[src/hdl/rgfp_pkg.sv]
package rgfp_pkg;

    localparam int FRAC_BITS     = 8;
    localparam int MAX_IMAGE_DIM = 4096;

    localparam int POS_W   = 13;
    localparam int COLOR_W = 8;
    localparam int THICK_W = 10;
    localparam int DIM_W   = 13;
    localparam int HALF_W  = DIM_W - 1;

    // squared distance dx*dx + dy*dy
    localparam int SQR_W   = 2 * POS_W;
    localparam int DSQ_W   = SQR_W + 1;

    // square root of dsq << (2*FRAC_BITS), one root bit per cell
    localparam int SQ_ROOT_W = (DSQ_W + 2 * FRAC_BITS + 1) / 2;
    localparam int RAD_W     = 2 * SQ_ROOT_W;
    localparam int SQ_REM_W  = SQ_ROOT_W + 1;
    localparam int SQ_STEPS  = SQ_ROOT_W;

    // ratio distance / half width, FRAC_BITS+1 quotient bits, one per cell
    localparam int DIV_Q_W   = FRAC_BITS + 1;
    localparam int DIV_STEPS = DIV_Q_W;
    localparam int DVSR_W    = HALF_W + FRAC_BITS;

    localparam logic [DIV_Q_W-1:0] GRAD_ONE = DIV_Q_W'(1 << FRAC_BITS);

    localparam int CFG_ADDR_W = 3;
    localparam int CFG_DATA_W = 13;

    localparam logic [CFG_ADDR_W-1:0] CFG_THICKNESS = 3'd0;
    localparam logic [CFG_ADDR_W-1:0] CFG_WIDTH     = 3'd1;
    localparam logic [CFG_ADDR_W-1:0] CFG_HEIGHT    = 3'd2;
    localparam logic [CFG_ADDR_W-1:0] CFG_RED       = 3'd3;
    localparam logic [CFG_ADDR_W-1:0] CFG_GREEN     = 3'd4;
    localparam logic [CFG_ADDR_W-1:0] CFG_BLUE      = 3'd5;

    localparam int S_DATA_W = ((2 * POS_W + 3 * COLOR_W + 7) / 8) * 8;
    localparam int M_DATA_W = 3 * COLOR_W;

    typedef struct packed {
        logic               border;
        logic [COLOR_W-1:0] red;
        logic [COLOR_W-1:0] green;
        logic [COLOR_W-1:0] blue;
    } side_t;

    typedef struct packed {
        logic [RAD_W-1:0]     rad;
        logic [SQ_REM_W-1:0]  rem;
        logic [SQ_ROOT_W-1:0] root;
    } sq_t;

    typedef struct packed {
        logic [SQ_ROOT_W-1:0] rem;
        logic [DVSR_W-1:0]    dvsr;
        logic [DIV_Q_W-1:0]   quo;
    } dv_t;

endpackage

[src/hdl/rgfp_front.sv]
module rgfp_front (
    input  logic                          clk,
    input  logic                          rst_n,
    input  logic                          in_valid,
    output logic                          in_ready,
    input  logic [rgfp_pkg::POS_W-1:0]    pos_x,
    input  logic [rgfp_pkg::POS_W-1:0]    pos_y,
    input  logic [rgfp_pkg::COLOR_W-1:0]  src_red,
    input  logic [rgfp_pkg::COLOR_W-1:0]  src_green,
    input  logic [rgfp_pkg::COLOR_W-1:0]  src_blue,
    input  logic [rgfp_pkg::THICK_W-1:0]  border_thickness,
    input  logic [rgfp_pkg::DIM_W-1:0]    image_width,
    input  logic [rgfp_pkg::DIM_W-1:0]    image_height,
    output logic [rgfp_pkg::HALF_W-1:0]   half_w,
    output logic                          out_valid,
    input  logic                          out_ready,
    output logic [rgfp_pkg::DSQ_W-1:0]    dsq,
    output rgfp_pkg::side_t               out_side
);

    localparam int PW = rgfp_pkg::POS_W;
    localparam int DW = rgfp_pkg::DIM_W;

    logic [DW-1:0] w_sat, h_sat, fw, fh, w_end, h_end;
    logic [rgfp_pkg::HALF_W-1:0] half_h;
    logic [PW-1:0] dx_next, dy_next;
    logic border;

    logic v1_reg, v2_reg, v3_reg;
    logic rdy1, rdy2, rdy3;

    logic [PW-1:0] dx_reg, dy_reg;
    logic [rgfp_pkg::SQR_W-1:0] sqx_reg, sqy_reg;
    logic [rgfp_pkg::DSQ_W-1:0] dsq_reg;
    rgfp_pkg::side_t side1_reg, side2_reg, side3_reg;

    always_comb
    begin
        w_sat = (image_width > DW'(rgfp_pkg::MAX_IMAGE_DIM)) ?
                DW'(rgfp_pkg::MAX_IMAGE_DIM) : image_width;
        h_sat = (image_height > DW'(rgfp_pkg::MAX_IMAGE_DIM)) ?
                DW'(rgfp_pkg::MAX_IMAGE_DIM) : image_height;
        fw     = w_sat + {2'b00, border_thickness, 1'b0};
        fh     = h_sat + {2'b00, border_thickness, 1'b0};
        w_end  = w_sat + {3'b000, border_thickness};
        h_end  = h_sat + {3'b000, border_thickness};
        half_w = fw[DW-1:1];
        half_h = fh[DW-1:1];
        border = (pos_x < {3'b000, border_thickness}) || (pos_x >= w_end) ||
                 (pos_y < {3'b000, border_thickness}) || (pos_y >= h_end);
        dx_next = (pos_x >= {1'b0, half_w}) ? pos_x - {1'b0, half_w}
                                            : {1'b0, half_w} - pos_x;
        dy_next = (pos_y >= {1'b0, half_h}) ? pos_y - {1'b0, half_h}
                                            : {1'b0, half_h} - pos_y;
    end

    assign rdy3     = !v3_reg || out_ready;
    assign rdy2     = !v2_reg || rdy3;
    assign rdy1     = !v1_reg || rdy2;
    assign in_ready = rdy1;

    always_ff @(posedge clk or negedge rst_n)
    begin
        if (!rst_n)
        begin
            v1_reg <= 1'b0;
            v2_reg <= 1'b0;
            v3_reg <= 1'b0;
        end
        else
        begin
            if (rdy1)
                v1_reg <= in_valid;
            if (rdy2)
                v2_reg <= v1_reg;
            if (rdy3)
                v3_reg <= v2_reg;
        end
    end

    always_ff @(posedge clk)
    begin
        if (rdy1 && in_valid)
        begin
            dx_reg    <= dx_next;
            dy_reg    <= dy_next;
            side1_reg <= '{border: border, red: src_red, green: src_green, blue: src_blue};
        end
        if (rdy2 && v1_reg)
        begin
            sqx_reg   <= dx_reg * dx_reg;
            sqy_reg   <= dy_reg * dy_reg;
            side2_reg <= side1_reg;
        end
        if (rdy3 && v2_reg)
        begin
            dsq_reg   <= {1'b0, sqx_reg} + {1'b0, sqy_reg};
            side3_reg <= side2_reg;
        end
    end

    assign out_valid = v3_reg;
    assign dsq       = dsq_reg;
    assign out_side  = side3_reg;

endmodule

[src/hdl/rgfp_sqrt_cell.sv]
module rgfp_sqrt_cell (
    input  logic            clk,
    input  logic            rst_n,
    input  logic            in_valid,
    output logic            in_ready,
    input  rgfp_pkg::sq_t   in_sq,
    input  rgfp_pkg::side_t in_side,
    output logic            out_valid,
    input  logic            out_ready,
    output rgfp_pkg::sq_t   out_sq,
    output rgfp_pkg::side_t out_side
);

    localparam int ACC_W = rgfp_pkg::SQ_REM_W + 2;

    logic [ACC_W-1:0] acc, trial, diff;
    logic             take;
    logic             valid_reg;
    rgfp_pkg::sq_t    sq_reg, sq_next;
    rgfp_pkg::side_t  side_reg;

    // bring down the next two radicand bits, try root*4+1
    always_comb
    begin
        acc   = {in_sq.rem, in_sq.rad[rgfp_pkg::RAD_W-1 -: 2]};
        trial = {1'b0, in_sq.root, 2'b01};
        diff  = acc - trial;
        take  = (acc >= trial);
        sq_next.rad  = in_sq.rad << 2;
        sq_next.rem  = take ? diff[rgfp_pkg::SQ_REM_W-1:0] : acc[rgfp_pkg::SQ_REM_W-1:0];
        sq_next.root = {in_sq.root[rgfp_pkg::SQ_ROOT_W-2:0], take};
    end

    assign in_ready = !valid_reg || out_ready;

    always_ff @(posedge clk or negedge rst_n)
    begin
        if (!rst_n)
            valid_reg <= 1'b0;
        else if (in_ready)
            valid_reg <= in_valid;
    end

    always_ff @(posedge clk)
    begin
        if (in_ready && in_valid)
        begin
            sq_reg   <= sq_next;
            side_reg <= in_side;
        end
    end

    assign out_valid = valid_reg;
    assign out_sq    = sq_reg;
    assign out_side  = side_reg;

endmodule

[src/hdl/rgfp_div_cell.sv]
module rgfp_div_cell (
    input  logic            clk,
    input  logic            rst_n,
    input  logic            in_valid,
    output logic            in_ready,
    input  rgfp_pkg::dv_t   in_dv,
    input  rgfp_pkg::side_t in_side,
    output logic            out_valid,
    input  logic            out_ready,
    output rgfp_pkg::dv_t   out_dv,
    output rgfp_pkg::side_t out_side
);

    localparam int RW = rgfp_pkg::SQ_ROOT_W;

    logic [RW-1:0]   dvsr_ext;
    logic            take;
    logic            valid_reg;
    rgfp_pkg::dv_t   dv_reg, dv_next;
    rgfp_pkg::side_t side_reg;

    // restoring step; an oversized dividend just sets every remaining bit
    always_comb
    begin
        dvsr_ext     = RW'(in_dv.dvsr);
        take         = (in_dv.rem >= dvsr_ext);
        dv_next.rem  = take ? in_dv.rem - dvsr_ext : in_dv.rem;
        dv_next.dvsr = in_dv.dvsr >> 1;
        dv_next.quo  = {in_dv.quo[rgfp_pkg::DIV_Q_W-2:0], take};
    end

    assign in_ready = !valid_reg || out_ready;

    always_ff @(posedge clk or negedge rst_n)
    begin
        if (!rst_n)
            valid_reg <= 1'b0;
        else if (in_ready)
            valid_reg <= in_valid;
    end

    always_ff @(posedge clk)
    begin
        if (in_ready && in_valid)
        begin
            dv_reg   <= dv_next;
            side_reg <= in_side;
        end
    end

    assign out_valid = valid_reg;
    assign out_dv    = dv_reg;
    assign out_side  = side_reg;

endmodule

[src/hdl/rgfp_shade.sv]
module rgfp_shade (
    input  logic                            clk,
    input  logic                            rst_n,
    input  logic                            in_valid,
    output logic                            in_ready,
    input  logic [rgfp_pkg::DIV_Q_W-1:0]    quo,
    input  rgfp_pkg::side_t                 in_side,
    input  logic [rgfp_pkg::COLOR_W-1:0]    frame_red,
    input  logic [rgfp_pkg::COLOR_W-1:0]    frame_green,
    input  logic [rgfp_pkg::COLOR_W-1:0]    frame_blue,
    output logic                            out_valid,
    input  logic                            out_ready,
    output logic [rgfp_pkg::M_DATA_W-1:0]   out_data,
    output logic                            out_border
);

    localparam int CW = rgfp_pkg::COLOR_W;
    localparam int QW = rgfp_pkg::DIV_Q_W;
    localparam int PW = CW + QW;

    logic [QW-1:0] grad;
    logic [PW-1:0] prod_r, prod_g, prod_b;
    logic [CW-1:0] red_next, green_next, blue_next;
    logic          valid_reg;
    logic [rgfp_pkg::M_DATA_W-1:0] data_reg;
    logic          border_reg;

    always_comb
    begin
        // past the gradient radius (or zero half width) the frame goes black
        grad       = (quo > rgfp_pkg::GRAD_ONE) ? '0 : rgfp_pkg::GRAD_ONE - quo;
        prod_r     = PW'(frame_red) * PW'(grad);
        prod_g     = PW'(frame_green) * PW'(grad);
        prod_b     = PW'(frame_blue) * PW'(grad);
        red_next   = in_side.border ? prod_r[rgfp_pkg::FRAC_BITS +: CW] : in_side.red;
        green_next = in_side.border ? prod_g[rgfp_pkg::FRAC_BITS +: CW] : in_side.green;
        blue_next  = in_side.border ? prod_b[rgfp_pkg::FRAC_BITS +: CW] : in_side.blue;
    end

    assign in_ready = !valid_reg || out_ready;

    always_ff @(posedge clk or negedge rst_n)
    begin
        if (!rst_n)
            valid_reg <= 1'b0;
        else if (in_ready)
            valid_reg <= in_valid;
    end

    always_ff @(posedge clk)
    begin
        if (in_ready && in_valid)
        begin
            data_reg   <= {blue_next, green_next, red_next};
            border_reg <= in_side.border;
        end
    end

    assign out_valid  = valid_reg;
    assign out_data   = data_reg;
    assign out_border = border_reg;

endmodule

[src/hdl/radial_gradient_frame_pixel_core.sv]
// Radial gradient frame, one pixel per request.
// Input stream: one request per output pixel of the framed image, carrying
// its column and row and the source RGB pixel at the shifted position.
// Output stream: the pixel color; tuser is high when the pixel lies on the
// border and carries the frame color scaled by the radial gradient.
// Configuration (thickness, image size, frame color) is written through
// cfg_we/cfg_addr/cfg_wdata; the user writes it only while no request is in
// flight, as the block itself does not enforce this. Throughput: one pixel
// per clock while m_tready is high, set by the row of cells: 3 front stages
// (border test, squares, sum), 22 square-root cells, 9 divider cells and
// the output register. Every stage holds when its successor is full, so
// bubbles close up and a new request is taken while a result waits in the
// output register. When m_tready stays low the chain fills and s_tready
// drops after 35 requests. Reset empties the pipeline and loads
// thickness 0, image size 1 x 1 and a white frame color.
module radial_gradient_frame_pixel_core (
    input  logic                               clk,
    input  logic                               rst_n,
    input  logic                               s_tvalid,
    output logic                               s_tready,
    // pos_x[12:0], pos_y[25:13], src_red[33:26], src_green[41:34],
    // src_blue[49:42], zero fill above
    input  logic [rgfp_pkg::S_DATA_W-1:0]      s_tdata,
    output logic                               m_tvalid,
    input  logic                               m_tready,
    // out_red[7:0], out_green[15:8], out_blue[23:16]
    output logic [rgfp_pkg::M_DATA_W-1:0]      m_tdata,
    // on_border[0]
    output logic                               m_tuser,
    input  logic                               cfg_we,
    input  logic [rgfp_pkg::CFG_ADDR_W-1:0]    cfg_addr,
    input  logic [rgfp_pkg::CFG_DATA_W-1:0]    cfg_wdata
);

    localparam int PW = rgfp_pkg::POS_W;
    localparam int CW = rgfp_pkg::COLOR_W;
    localparam int NS = rgfp_pkg::SQ_STEPS;
    localparam int ND = rgfp_pkg::DIV_STEPS;

    logic [rgfp_pkg::THICK_W-1:0] thick_reg;
    logic [rgfp_pkg::DIM_W-1:0]   width_reg, height_reg;
    logic [CW-1:0]                red_reg, green_reg, blue_reg;

    logic [rgfp_pkg::HALF_W-1:0]  half_w;
    logic [rgfp_pkg::DSQ_W-1:0]   dsq;

    rgfp_pkg::sq_t   sq_bus   [0:NS];
    rgfp_pkg::side_t sq_side  [0:NS];
    logic            sq_valid [0:NS];
    logic            sq_ready [0:NS];

    rgfp_pkg::dv_t   dv_bus   [0:ND];
    rgfp_pkg::side_t dv_side  [0:ND];
    logic            dv_valid [0:ND];
    logic            dv_ready [0:ND];

    always_ff @(posedge clk or negedge rst_n)
    begin
        if (!rst_n)
        begin
            thick_reg  <= '0;
            width_reg  <= rgfp_pkg::DIM_W'(1);
            height_reg <= rgfp_pkg::DIM_W'(1);
            red_reg    <= '1;
            green_reg  <= '1;
            blue_reg   <= '1;
        end
        else if (cfg_we)
        begin
            unique case (cfg_addr)
                rgfp_pkg::CFG_THICKNESS: thick_reg  <= cfg_wdata[rgfp_pkg::THICK_W-1:0];
                rgfp_pkg::CFG_WIDTH:     width_reg  <= cfg_wdata[rgfp_pkg::DIM_W-1:0];
                rgfp_pkg::CFG_HEIGHT:    height_reg <= cfg_wdata[rgfp_pkg::DIM_W-1:0];
                rgfp_pkg::CFG_RED:       red_reg    <= cfg_wdata[CW-1:0];
                rgfp_pkg::CFG_GREEN:     green_reg  <= cfg_wdata[CW-1:0];
                rgfp_pkg::CFG_BLUE:      blue_reg   <= cfg_wdata[CW-1:0];
                default: ;
            endcase
        end
    end

    rgfp_front u_front (
        .clk              (clk),
        .rst_n            (rst_n),
        .in_valid         (s_tvalid),
        .in_ready         (s_tready),
        .pos_x            (s_tdata[PW-1:0]),
        .pos_y            (s_tdata[2*PW-1:PW]),
        .src_red          (s_tdata[2*PW +: CW]),
        .src_green        (s_tdata[2*PW+CW +: CW]),
        .src_blue         (s_tdata[2*PW+2*CW +: CW]),
        .border_thickness (thick_reg),
        .image_width      (width_reg),
        .image_height     (height_reg),
        .half_w           (half_w),
        .out_valid        (sq_valid[0]),
        .out_ready        (sq_ready[0]),
        .dsq              (dsq),
        .out_side         (sq_side[0])
    );

    // radicand is the squared distance scaled by 2^(2*FRAC_BITS)
    assign sq_bus[0] = '{
        rad:  {{(rgfp_pkg::RAD_W - rgfp_pkg::DSQ_W - 2*rgfp_pkg::FRAC_BITS){1'b0}},
               dsq, {(2*rgfp_pkg::FRAC_BITS){1'b0}}},
        rem:  '0,
        root: '0
    };

    for (genvar i = 0; i < NS; i++)
    begin : g_sqrt
        rgfp_sqrt_cell u_cell (
            .clk       (clk),
            .rst_n     (rst_n),
            .in_valid  (sq_valid[i]),
            .in_ready  (sq_ready[i]),
            .in_sq     (sq_bus[i]),
            .in_side   (sq_side[i]),
            .out_valid (sq_valid[i+1]),
            .out_ready (sq_ready[i+1]),
            .out_sq    (sq_bus[i+1]),
            .out_side  (sq_side[i+1])
        );
    end

    assign dv_bus[0]   = '{rem: sq_bus[NS].root,
                           dvsr: {half_w, {rgfp_pkg::FRAC_BITS{1'b0}}},
                           quo: '0};
    assign dv_side[0]  = sq_side[NS];
    assign dv_valid[0] = sq_valid[NS];
    assign sq_ready[NS] = dv_ready[0];

    for (genvar i = 0; i < ND; i++)
    begin : g_div
        rgfp_div_cell u_cell (
            .clk       (clk),
            .rst_n     (rst_n),
            .in_valid  (dv_valid[i]),
            .in_ready  (dv_ready[i]),
            .in_dv     (dv_bus[i]),
            .in_side   (dv_side[i]),
            .out_valid (dv_valid[i+1]),
            .out_ready (dv_ready[i+1]),
            .out_dv    (dv_bus[i+1]),
            .out_side  (dv_side[i+1])
        );
    end

    rgfp_shade u_shade (
        .clk         (clk),
        .rst_n       (rst_n),
        .in_valid    (dv_valid[ND]),
        .in_ready    (dv_ready[ND]),
        .quo         (dv_bus[ND].quo),
        .in_side     (dv_side[ND]),
        .frame_red   (red_reg),
        .frame_green (green_reg),
        .frame_blue  (blue_reg),
        .out_valid   (m_tvalid),
        .out_ready   (m_tready),
        .out_data    (m_tdata),
        .out_border  (m_tuser)
    );

endmodule
[config.mk]
export PLATFORM = sky130hd
export DESIGN_NAME = radial_gradient_frame_pixel_core
export DESIGN_NICKNAME = d
export VERILOG_FILES = /design/src/hdl/rgfp_pkg.sv /design/src/hdl/rgfp_front.sv /design/src/hdl/rgfp_sqrt_cell.sv /design/src/hdl/rgfp_div_cell.sv /design/src/hdl/rgfp_shade.sv /design/src/hdl/radial_gradient_frame_pixel_core.sv
export SDC_FILE = /design/constraint.sdc
export NUM_CORES = 2
export LEC_CHECK = 0
export ABC_CLOCK_PERIOD_IN_PS = 12300
export BUFFER_PORTS_ARGS = -buffer_cell sky130_fd_sc_hd__buf_2
export CORE_ASPECT_RATIO = 1.75
export CORE_MARGIN = 1
export CORE_UTILIZATION = 39
export DETAILED_ROUTE_END_ITERATION = 10
export GPL_ROUTABILITY_DRIVEN = 0
export SETUP_SLACK_MARGIN = 0.4
export SLEW_MARGIN = 20
export SYNTH_ARGS = -nofsm -noshare
export SYNTH_HDL_FRONTEND = slang
export SYNTH_HIERARCHICAL = 1
export SYNTH_SLANG_ARGS = --single-unit
[constraint.sdc]
create_clock -name clk -period 12.3 [get_ports clk]
set_input_delay 0.615 -clock clk [delete_from_list [all_inputs] [get_ports clk]]
set_output_delay 0.615 -clock clk [all_outputs]
set_load 0.05 [all_outputs]
==> impl_metrics.csv <==
group,metric,value,unit
run_status,run_status,"completed",
worst_setup_path,critPathArrivalTime,8.02,ns
routing,detail_route.first_pass.iterations,8,
timing,timing.final.setup_violations,0,
worst_setup_path,cp_top_family,"simple AND/OR/NAND/NOR gates",
routing,num_vias,99790,
routing,post_drt_via_cell_ratio,5.27,
placement,hpwl,313000,um
timing,post-route-period-util,70.2,%
placement,place_area,0.166,mm^2
floorplan,floorplan.die_area,0.414,mm^2
min_path,hold-path-cell-count,2,
clock_tree,post_cts.resized_instances,0,
finish,seqCellArea,0.0859,mm^2
worst_setup_path,r2r_worst_path_depth,35,
finish,area_growth_syn_to_layout,9.82,%
finish,multi_input_area,0.0667,mm^2
clock_tree,cts-hold-fix-buffers,30,
finish,post_route_cells_drive_above_1_share,10.4,%
placement,buffer_ports.inserted,97,
timing,rsz_0062_raised_after_global_routing,"false",
clock_tree,clock-root-buffer,"clkbuf_16",
timing,achievable-frequency,116,MHz
finish,final.fill_count,37670,
finish,largest_register_ff_count,1429,
clock_tree,cts.sinks,2875,
worst_setup_path,worstPathBufferInverterCount,1,
worst_setup_path,worstPathMaxFanout,4,
synthesis,syn_area_per_cell,12.4,um^2
grt,via_count_of_the_first_global_routing_pass,104089,
grt,initial_antenna_violation_count,20,
grt,global_route_wire_length_before_repair,603000,um
synthesis,ys.warnings.count,6,
timing,slew-limit-headroom,18.7,%
synthesis,synthesized_netlist_cell_count,12937,
clock_tree,clkSlewWorstSetupHoldPaths,0.06,ns
synthesis,mapped_area,0.161,mm^2
clock_tree,cts-buffers-inserted,287,
finish,finalInstanceArea,0.176,mm^2
routing,post_route_drc_violation_count,0,
floorplan,initial_utilization,39.2,%
clock_tree,postCtsSetupBuffers,0,
routing,detailedRoute.firstIterationViolations,5110,
routing,routed_wire_length_per_instance,21.1,um
run,cap_violations,0,
timing,hold_viol,0,
floorplan,die-width,487,um
grt,gr-total-overflow,0,
floorplan,floorplan.rows,311,
routing,postRouteAntennaNets,0,
timing,fin_setup_tns,0,ns
grt,largest_net_degree_at_the_start_of_global_routing,75,
clock_tree,clk_latency,0.90,ns
routing,totalWireLength,400000,um
timing,clock-skew-final,0.0779,ns
clock_tree,tritoncts,"built",
worst_setup_path,critical-path-max-stage-delay,0.34,ns
finish,finalNetCount,14647,
timing,timing_worst_slew_pin_value,1.21,ns
worst_setup_path,cell_with_the_largest_stage_delay_on_the_worst_path,"dfrtp_1",
worst_setup_path,worst-path-stages,35,
worst_setup_path,timing.critical_path.to_type,"output port",
floorplan,ios,104,
worst_setup_path,critPathKind,"register to output port",
worst_setup_path,required,11.69,ns
worst_setup_path,start_kind,"register",
clock_tree,clock_tree.htree_level_count,5,
worst_setup_path,cp_common_cell,"nand2b_1",
min_path,min_path_type,"input port to register",
floorplan,design.core.area,0.410,mm^2
grt,global_router_s_overall_resource_usage,19.1,%
clock_tree,cts.path.max_buffers,4,
timing,max_slew_violations,0,
timing,period_minus_slack,8.63,ns
floorplan,die_h,851,um
==> layout make-up <==
class                      count  area share (%)
sequential                  2875            48.7
multi-input combinational   8272            37.8
clock buffer                 349            4.34
tap                         5477            3.89
inverter                    1489            3.30
clock inverter               163            1.02
timing repair buffer         220           0.847
antenna                       86           0.122
==> cell usage in the layout, fill, tap and decap left out, types with 45 or more instances in the layout <==
cell / n
nand3_1: 242
mux2i_1: 57
nor3b_1: 65
o21bai_1: 91
nor2_1: 411
edfxtp_1: 2780
buf_2: 96
o21a_1: 205
and2_1: 287
xnor2_1: 355
nor2b_1: 120
o211ai_1: 99
a31oi_1: 96
a21o_1: 338
clkbuf_16: 291
nand2b_1: 107
and3_1: 94
o31ai_1: 155
a21boi_0: 71
o211a_1: 45
buf_4: 93
fa_1: 329
dfrtp_1: 69
diode_2: 86
mux2_4: 204
xor2_1: 214
a21oi_1: 676
inv_1: 1458
o21ai_0: 504
ha_1: 1096
nor3_1: 200
conb_1: 128
a211oi_1: 140
nand4_1: 178
mux2_2: 161
nand2_1: 719
==> metal layers <==
layer	global-route usage [%]	wire length (um)	vias up
li1	-	-	47694
met1	15.4	119000	48394
met2	38.9	230000	2348
met3	2.30	11800	1352
met4	17.3	39800	2
met5	0	14	-
==> stage by stage <==
step / utilization, % / cells / worst slack (ns) / hold slack [ns]
2_1_floorplan: - / 13056 / 4.61 / 0.319
5_1_grt: 43.0 / 18928 / 3.10 / 0.0685
6_report: 43.0 / 18931 / 3.67 / 0.106
4_1_cts: 43.0 / 18844 / 3.61 / 0.0218
3_5_place_dp: 40.6 / 18302 / 4.08 / 0.405
3_3_place_gp: 40.6 / 18302 / 3.95 / 0.400
==> final timing paths <==
| kind | from | to | slack [ns] |
|---|---|---|---|
| max | u_shade/out_valid | s_tready | 3.67 |
| min | cfg_wdata[9] | width_reg[9] | 0.11 |
| max reg2reg | u_shade/out_valid | g_sqrt[0].u_cell/out_sq[52] | 4.34 |
| min reg2reg | g_sqrt[7].u_cell/out_side[8] | g_sqrt[8].u_cell/out_side[8] | 0.37 |
| max in group asynchronous | rst_n | g_sqrt[7].u_cell/out_valid | 10.65 |
| min in group asynchronous | rst_n | width_reg[11] | 0.42 |
Power is not shown: default switching activity piles up to over one toggle a cycle in this logic, so the estimate is an artifact.
